$ cat src/design/a2i_pkg.sv
`timescale 1ns / 1ps
`default_nettype none
package a2i_pkg;

	localparam int unsigned MAX_CHARS_DEF = 4096;

	localparam int unsigned BASE_W = 6;
	localparam int unsigned DIG_W  = 7;

	localparam logic [BASE_W-1:0] BASE_AUTO = 6'd0;
	localparam logic [BASE_W-1:0] BASE_ONE  = 6'd1;
	localparam logic [BASE_W-1:0] BASE_OCT  = 6'd8;
	localparam logic [BASE_W-1:0] BASE_DEC  = 6'd10;
	localparam logic [BASE_W-1:0] BASE_HEX  = 6'd16;
	localparam logic [BASE_W-1:0] BASE_MAX  = 6'd36;

	localparam logic [DIG_W-1:0] DIGIT_NONE = 7'd99;

	localparam logic [63:0] POS_LIMIT = 64'h7FFF_FFFF_FFFF_FFFF;
	localparam logic [63:0] NEG_LIMIT = 64'h8000_0000_0000_0000;

	localparam logic [1:0] ST_OK       = 2'd0;
	localparam logic [1:0] ST_OVERFLOW = 2'd1;
	localparam logic [1:0] ST_BAD_BASE = 2'd2;

	typedef enum logic [2:0] {
		PH_SKIPWS = 3'd0,
		PH_START  = 3'd1,
		PH_ZERO   = 3'd2,
		PH_XSEEN  = 3'd3,
		PH_DIGITS = 3'd4,
		PH_DONE   = 3'd5
	} phase_t;

	typedef struct packed {
		phase_t            phase;
		logic [BASE_W-1:0] base;
		logic              neg;
		logic [63:0]       mag;
		logic              ovf;
	} parse_state_t;

	typedef struct packed {
		logic [63:0] value;
		logic [1:0]  status;
	} parse_result_t;

	function automatic logic [DIG_W-1:0] digit_value(input logic [7:0] c);
		logic [7:0] t;
		begin
			t = 8'd0;
			if (c >= 8'h30 && c <= 8'h39) begin
				t = c - 8'h30;
			end else if (c >= 8'h61 && c <= 8'h7A) begin
				t = c - 8'h61 + 8'd10;
			end else if (c >= 8'h41 && c <= 8'h5A) begin
				t = c - 8'h41 + 8'd10;
			end else begin
				t = {1'b0, DIGIT_NONE};
			end
			return t[DIG_W-1:0];
		end
	endfunction

	function automatic logic is_space(input logic [7:0] c);
		return (c == 8'd32) || (c >= 8'd9 && c <= 8'd13);
	endfunction

	function automatic logic base_bad(input logic [BASE_W-1:0] b);
		return (b == BASE_ONE) || (b > BASE_MAX);
	endfunction

endpackage
`default_nettype wire

$ cat src/design/a2i_step.sv
`timescale 1ns / 1ps
`default_nettype none
module a2i_step
	import a2i_pkg::*;
#(
	parameter int unsigned MAX_CHARS = MAX_CHARS_DEF,
	parameter int unsigned CNT_W     = $clog2(MAX_CHARS + 1)
) (
	input  parse_state_t      cur,
	input  logic [CNT_W-1:0]  char_count,
	input  logic [CNT_W-1:0]  end_offset,
	input  logic [BASE_W-1:0] number_base,
	input  logic [7:0]        character,
	output parse_state_t      nxt,
	output logic [CNT_W-1:0]  nxt_count,
	output logic [CNT_W-1:0]  nxt_end,
	output parse_result_t     res,
	output logic [CNT_W-1:0]  consumed
);

	localparam logic [CNT_W-1:0] CNT_MAX = CNT_W'(MAX_CHARS);
	localparam logic [69:0] LIM_POS = {6'd0, POS_LIMIT};
	localparam logic [69:0] LIM_NEG = {6'd0, NEG_LIMIT};

	logic              first;
	logic [BASE_W-1:0] wb;
	logic              bad;
	phase_t            ph;
	logic [BASE_W-1:0] tb;
	logic              take;
	logic [DIG_W-1:0]  d;
	logic              dig_ok;
	logic [69:0]       prod;
	logic [69:0]       sum;
	logic              over;
	logic [CNT_W-1:0]  bumped;

	assign first  = (char_count == '0) && (cur.phase == PH_SKIPWS);
	assign wb     = first ? number_base : cur.base;
	assign bad    = base_bad(wb);
	assign ph     = (first && bad) ? PH_DONE : cur.phase;
	assign bumped = (char_count < CNT_MAX) ? char_count + 1'b1 : CNT_MAX;

	assign d      = digit_value(character);
	assign dig_ok = (tb >= 6'd2) && (d < {1'b0, tb});
	assign prod   = 70'(cur.mag) * 70'(tb);
	assign sum    = prod + 70'(d);
	assign over   = sum > (cur.neg ? LIM_NEG : LIM_POS);

	always_comb begin
		tb   = wb;
		take = 1'b0;
		unique case (ph)
			PH_SKIPWS, PH_START: begin
				if (ph == PH_SKIPWS && (is_space(character) || character == 8'h2D
						|| character == 8'h2B)) begin
					take = 1'b0;
				end else if ((wb == BASE_AUTO || wb == BASE_HEX) && character == 8'h30) begin
					take = 1'b0;
				end else begin
					tb   = (wb == BASE_AUTO) ? BASE_DEC : wb;
					take = 1'b1;
				end
			end
			PH_ZERO: begin
				if (character != 8'h78 && character != 8'h58) begin
					tb   = (wb == BASE_AUTO) ? BASE_OCT : wb;
					take = 1'b1;
				end
			end
			PH_XSEEN, PH_DIGITS: begin
				take = 1'b1;
			end
			default: begin
				take = 1'b0;
			end
		endcase
	end

	always_comb begin
		nxt      = cur;
		nxt.base = wb;
		nxt.phase = ph;
		nxt_end  = end_offset;
		unique case (ph)
			PH_SKIPWS, PH_START: begin
				if (ph == PH_SKIPWS && is_space(character)) begin
					nxt.phase = PH_SKIPWS;
				end else if (ph == PH_SKIPWS && character == 8'h2D) begin
					nxt.neg   = 1'b1;
					nxt.phase = PH_START;
				end else if (ph == PH_SKIPWS && character == 8'h2B) begin
					nxt.phase = PH_START;
				end else if ((wb == BASE_AUTO || wb == BASE_HEX) && character == 8'h30) begin
					nxt_end   = bumped;
					nxt.phase = PH_ZERO;
				end
			end
			PH_ZERO: begin
				if (character == 8'h78 || character == 8'h58) begin
					nxt.base  = BASE_HEX;
					nxt.phase = PH_XSEEN;
				end
			end
			PH_XSEEN, PH_DIGITS: begin
				nxt.phase = ph;
			end
			default: begin
				nxt.phase = ph;
			end
		endcase
		if (take) begin
			nxt.base = tb;
			if (!dig_ok) begin
				nxt.phase = PH_DONE;
			end else begin
				if (!cur.ovf) begin
					if (over) begin
						nxt.ovf = 1'b1;
					end else begin
						nxt.mag = sum[63:0];
					end
				end
				nxt_end   = bumped;
				nxt.phase = PH_DIGITS;
			end
		end
	end

	assign nxt_count = bumped;

	always_comb begin
		if (bad) begin
			res.value  = POS_LIMIT;
			res.status = ST_BAD_BASE;
			consumed   = '0;
		end else if (nxt.ovf) begin
			res.value  = nxt.neg ? NEG_LIMIT : POS_LIMIT;
			res.status = ST_OVERFLOW;
			consumed   = nxt_end;
		end else begin
			res.value  = nxt.neg ? (64'd0 - nxt.mag) : nxt.mag;
			res.status = ST_OK;
			consumed   = nxt_end;
		end
	end

endmodule
`default_nettype wire

$ cat src/design/a2i_out_reg.sv
`timescale 1ns / 1ps
`default_nettype none
module a2i_out_reg
	import a2i_pkg::*;
#(
	parameter int unsigned CNT_W = $clog2(MAX_CHARS_DEF + 1)
) (
	input  logic             clk,
	input  logic             arst_n,
	input  logic             load,
	input  logic [63:0]      load_value,
	input  logic [CNT_W-1:0] load_consumed,
	input  logic [1:0]       load_status,
	output logic             room,
	input  logic             result_stall,
	output logic             result_valid,
	output logic [63:0]      value,
	output logic [CNT_W-1:0] consumed,
	output logic [1:0]       status
);

	logic             valid_q;
	logic [63:0]      value_q;
	logic [CNT_W-1:0] consumed_q;
	logic [1:0]       status_q;

	assign room = !valid_q || !result_stall;

	always_ff @(posedge clk or negedge arst_n) begin
		if (!arst_n) begin
			valid_q <= 1'b0;
		end else if (room) begin
			valid_q <= load;
		end
	end

	always_ff @(posedge clk) begin
		if (room && load) begin
			value_q    <= load_value;
			consumed_q <= load_consumed;
			status_q   <= load_status;
		end
	end

	assign result_valid = valid_q;
	assign value        = value_q;
	assign consumed     = consumed_q;
	assign status       = status_q;

endmodule
`default_nettype wire

$ cat src/design/ascii_to_int64_parser_top.sv
`timescale 1ns / 1ps
`default_nettype none
// Channel   Handshake                   Payload
// input     char_valid / char_stall     character, last_char
// result    result_valid / result_stall value, consumed, status
// config    number_base_we              number_base
//
// One character per cycle while char_stall is low: each request lands in an
// input register and the parse state steps once per character through one 64x6
// multiply-add and compare; the last character loads the result register.
// Reset clears the parse state and the base register to automatic detection.
// A held result stalls only the last character of the next string.
module ascii_to_int64_parser_top
	import a2i_pkg::*;
#(
	parameter int unsigned MAX_CHARS = MAX_CHARS_DEF,
	parameter int unsigned CNT_W     = $clog2(MAX_CHARS + 1)
) (
	input  wire logic              clk,
	input  wire logic              arst_n,
	input  wire logic              number_base_we,
	input  wire logic [BASE_W-1:0] number_base,
	input  wire logic              char_valid,
	output logic                   char_stall,
	input  wire logic [7:0]        character,
	input  wire logic              last_char,
	output logic                   result_valid,
	input  wire logic              result_stall,
	output logic signed [63:0]     value,
	output logic [CNT_W-1:0]       consumed,
	output logic [1:0]             status
);

	localparam parse_state_t CLEAR_STATE = '{
		phase: PH_SKIPWS, base: BASE_AUTO, neg: 1'b0, mag: 64'd0, ovf: 1'b0
	};

	logic [BASE_W-1:0] number_base_q;
	logic              valid_s1;
	logic [7:0]        char_s1;
	logic              last_s1;
	logic              fire_s1;
	logic              room;
	parse_state_t      state_q;
	logic [CNT_W-1:0]  count_q;
	logic [CNT_W-1:0]  end_q;
	parse_state_t      nxt;
	logic [CNT_W-1:0]  nxt_count;
	logic [CNT_W-1:0]  nxt_end;
	parse_result_t     res;
	logic [CNT_W-1:0]  res_consumed;
	logic [63:0]       value_u;

	assign fire_s1    = valid_s1 && (!last_s1 || room);
	assign char_stall = valid_s1 && !fire_s1;

	always_ff @(posedge clk or negedge arst_n) begin
		if (!arst_n) begin
			number_base_q <= BASE_AUTO;
		end else if (number_base_we) begin
			number_base_q <= number_base;
		end
	end

	always_ff @(posedge clk or negedge arst_n) begin
		if (!arst_n) begin
			valid_s1 <= 1'b0;
		end else if (char_valid && !char_stall) begin
			valid_s1 <= 1'b1;
		end else if (fire_s1) begin
			valid_s1 <= 1'b0;
		end
	end

	always_ff @(posedge clk) begin
		if (char_valid && !char_stall) begin
			char_s1 <= character;
			last_s1 <= last_char;
		end
	end

	a2i_step #(
		.MAX_CHARS(MAX_CHARS),
		.CNT_W    (CNT_W)
	) u_step (
		.cur        (state_q),
		.char_count (count_q),
		.end_offset (end_q),
		.number_base(number_base_q),
		.character  (char_s1),
		.nxt        (nxt),
		.nxt_count  (nxt_count),
		.nxt_end    (nxt_end),
		.res        (res),
		.consumed   (res_consumed)
	);

	always_ff @(posedge clk or negedge arst_n) begin
		if (!arst_n) begin
			state_q <= CLEAR_STATE;
			count_q <= '0;
			end_q   <= '0;
		end else if (fire_s1) begin
			if (last_s1) begin
				state_q <= CLEAR_STATE;
				count_q <= '0;
				end_q   <= '0;
			end else begin
				state_q <= nxt;
				count_q <= nxt_count;
				end_q   <= nxt_end;
			end
		end
	end

	a2i_out_reg #(
		.CNT_W(CNT_W)
	) u_out (
		.clk          (clk),
		.arst_n       (arst_n),
		.load         (fire_s1 && last_s1),
		.load_value   (res.value),
		.load_consumed(res_consumed),
		.load_status  (res.status),
		.room         (room),
		.result_stall (result_stall),
		.result_valid (result_valid),
		.value        (value_u),
		.consumed     (consumed),
		.status       (status)
	);

	assign value = signed'(value_u);

endmodule
`default_nettype wire
$ cat config.mk
export PLATFORM = sky130hd
export DESIGN_NAME = ascii_to_int64_parser_top
export DESIGN_NICKNAME = d
export VERILOG_FILES = /design/src/design/a2i_pkg.sv /design/src/design/a2i_step.sv /design/src/design/a2i_out_reg.sv /design/src/design/ascii_to_int64_parser_top.sv
export SDC_FILE = /design/constraint.sdc
export NUM_CORES = 1
export LEC_CHECK = 0
export ABC_AREA = 1
export ABC_CLOCK_PERIOD_IN_PS = 8700
export BUFFER_PORTS_ARGS = -buffer_cell sky130_fd_sc_hd__clkbuf_2
export CELL_PAD_IN_SITES_DETAIL_PLACEMENT = 1
export CELL_PAD_IN_SITES_GLOBAL_PLACEMENT = 2
export CORE_ASPECT_RATIO = 0.75
export CORE_MARGIN = 1.5
export CORE_UTILIZATION = 33
export CTS_CLUSTER_SIZE = 25
export DETAILED_ROUTE_END_ITERATION = 6
export HOLD_SLACK_MARGIN = 0.12
export PLACE_DENSITY = 0.76
export SLEW_MARGIN = 20
export SYNTH_ARGS = -nofsm -noshare
export SYNTH_HDL_FRONTEND = slang
export SYNTH_HIERARCHICAL = 1
export SYNTH_SLANG_ARGS = --single-unit
$ cat constraint.sdc
create_clock -name clk -period 8.7 [get_ports clk]
set_input_delay 0.87 -clock clk [delete_from_list [all_inputs] [get_ports clk]]
set_output_delay 0.87 -clock clk [all_outputs]
set_load 0.01 [all_outputs]
==> summary.txt <==
Logic synthesis
  – Synth top area share: about a fifth
  – Netlist cell types: 50
  – Mapped Cells: 4061
  – Synth Warn #: 6
  – Async set-or-reset flop fraction in the synthesized netlist: 55.3%
  – Primary FF master, synth: dfrtp_1
  – Number of synthesized flops with an enable pin: 88
  – Net Count, Synth: ~4600
  – Largest cells by area after synthesis: nand2_1 (19%), fa_1 (18%), ha_1 (10%), dfrtp_1 (9.8%), edfxtp_1 (9.5%)
  – Avg Inst Size Synth: 6.84 um2
  – Mapped cell area: approximately 28000 um2
  – Post-synthesis sequential area ratio: 19.3%
  – Largest area contributor in the netlist: nand2_1
  – FF+latch count, synth: 197

Routing
  – Via/cell ratio: 5.03
  – Number of routed nets with antenna violations: 0
  – Drt pass-1 iters: 7
  – Final routed DRC violation total: 0
  – Via Count: 30800
  – DRT iter0 DRCs: 2014
  – Final wirelength: 127000 um
  – Routed len/inst: roughly 21 um

Die
  – Initial Util: around 34%
  – Total core area: roughly 83000 um2
  – Die X: 338 um
  – Cell Rows: 91
  – Io pins: 101
  – Die area: 85900 um2
  – Die Ht: approximately 250 um

Power
  – VDD IR max: 0.000212 V
  – Sequential power share: 16.7%
  – Pint: 3.79 mW
  – Combinational power share: 71.7%
  – Sw Ratio: approximately 51%
  – Tot Pwr: 7.66 mW
  – Pwr Density: roughly 190 nW/um2
  – Pleak: ~22 nW
  – Clock Power Share: 11.6%
  – Switching power: ~3.9 mW

Place
  – Gpl congestion: just over 0.9
  – Buffers on Ports: 100
  – Dpl hpwl: between 100000 and 150000 um
  – Post-Place Worst Slack: -2.15 ns
  – DP Cell Count: around 6000

Min path
  – HP Class: in -> async

GRT
  – Initial antenna violation count: 3
  – Vias in the first global route: 31600
  – First-pass GRT wire length: 190000 um
  – Grt ovf: 0
  – Gr usage total: between 20% and 30%
  – Largest net degree at the start of global routing: 75

STA
  – Fin worst setup slack: -1.34 ns
  – Tightest Pin Transition: ~0.95 ns
  – RSZ-0062 raised after global routing: true
  – F_max: 99.6 MHz
  – Final Max Tran Viols: 0
  – Period utilisation layout: 115%
  – Finish-stage setup viols: 129
  – Skew final: 0.0195 ns
  – Setup TNS: -87.26 ns
  – Crit path time final: approximately 10 ns
  – Endpoints failing hold: 0
  – Worst slew margin: 36.8%

Setup path
  – Max stage delay cell, worst path: fa_1
  – Reg2Reg Depth: 63
  – Setup CP Type: reg -> reg
  – Worst path max stage delay: 0.53 ns
  – CP endpoint kind: register
  – CP startpoint kind: register
  – Worst path required time: about 9.0 ns
  – Critical path data arrival time: 10.30 ns
  – Crit path max fanout: 8

Clocking
  – H-tree Lvls: 4
  – Clock root buffer master: clkbuf_16
  – Clk_lat worst skew: 0.51 ns
  – CTS sink count: 197
  – Num CTS Buffers: 17
  – CTS max path bufs: 2
  – CTS tree: built
  – Worst-path clk slew: ~0.090 ns

Final layout
  – Commonest non-fill, non-tap cell in the layout: nand2_1
  – Final nets: 5488
  – Layout cell share with drive strength beyond 1: 33.4%
  – Cell Count, Final, Fillers Out: approximately 6100
  – Fin util: 48.9%
  – Syn-to-layout area delta: 45.8%
  – Most frequent cells in the layout: nand2_1 (1233), buf_4 (854), inv_1 (537)

Flow run
  – Max-cap violations: 0

Outcome
  – Failing checks: setup timing
  – Outcome: finished, violations left
## area by class of cell
type / count / area, um2
Inverter: 586 / 2230
Fill cell: 10300 / 42300
Timing Repair Buffer: 1033 / 8180
Tap cell: 1116 / 1400
Clock buffer: 18 / 450
Sequential cell: 197 / 5370
Clock inverter: 14 / 176
Multi-Input combinational cell: 3155 / 22700
Antenna cell: 1 / 2.50
## flip-flops by register name, summed over array words and instances, names as in the netlist
signal and count:
u_out/consumed 13, u_out/result_valid 1, state_q 75, number_base_q 6, char_s1 8, last_s1 1, valid_s1 1, u_out/status 2
count_q 13, u_out/value 64, end_q 13
## synthesized netlist by cell type, types with 36 or more instances
cell type	n
a21oi_1	143
buf_2	36
clkbuf_1	48
dfrtp_1	109
edfxtp_1	88
fa_1	253
ha_1	225
inv_1	571
nand2_1	1420
nand3_1	113
nand4_1	108
nor2_1	543
o21ai_0	81
xor2_1	64
## kinds of logic (layout without fill, tap and decap cells)
logic type                 after synthesis  in the layout  share of synthesized area [%]
adders and majority gates              478            478                           28.4
and+or+nand+nor                       2266           2267                           33.0
buffers and inverters                  710           1651                           10.0
AOI/OAI and AO/OA                      317            317                           6.38
DFF                                    197            197                           19.3
other                                    0              1                              0
xor gates and xnor gates                93             93                           2.93
## routing by layer
metal,vias up,share of wire (%),routed length (um),global-route usage [%]
met3,93,5.9,7490,3.71
met1,15500,49,62700,44.8
met2,773,44,55600,44.0
met5,-,0.0079,10,0
li1,14400,-,-,-
met4,2,1.2,1580,4.60
## through the flow
stage                     hold slack, ns  instance area (um2)
after floorplan                    0.437                27900
after global placement             0.448                35800
after detailed placement           0.454                35800
after CTS                          0.421                37500
after global routing               0.437                40500
final                              0.396                40500
## power groups by stage
| stage | clock network (mW) | registers, mW | logic, mW |
|---|---|---|---|
| 3_5_place_dp | 0 | 1.29 | 4.35 |
| 4_1_cts | 0.911 | 1.28 | 4.70 |
| 6_report | 0.890 | 1.28 | 5.49 |
| 2_1_floorplan | 0 | 1.30 | 2.05 |
| 5_1_grt | 0.938 | 1.29 | 5.83 |
| 3_3_place_gp | 0 | 1.29 | 4.29 |
## critical path: cells and delay by family (launching register included)
kind	cells	cell delay [ns]
AOI/OAI and AO/OA	5	0.85
xor gates and xnor gates	1	0.23
adders and majority gates	7	2.61
buffers and inverters	17	2.20
DFF	1	0.40
and+or+nand+nor	33	3.43
## path summary, 6_finish.rpt
path / from / endpoint / slack, ns
max: count_q[1] / u_out/value[41] / -1.34
min: arst_n / end_q[4] / 0.40
max reg2reg: count_q[1] / u_out/value[41] / -1.34
min reg2reg: end_q[10] / end_q[10] / 0.47
max in group asynchronous: arst_n / state_q[21] / 7.19
min in group clk: end_q[10] / end_q[10] / 0.47
## repair_timing
action,4_1_cts,5_1_grt
hold buffers,0,0
cloned,3,3
setup buffers,25,63
endpoints found under the setup margin,130,130
pin swaps,31,283
gates resized for setup,178,595
Power figures use the tool's default switching activity.
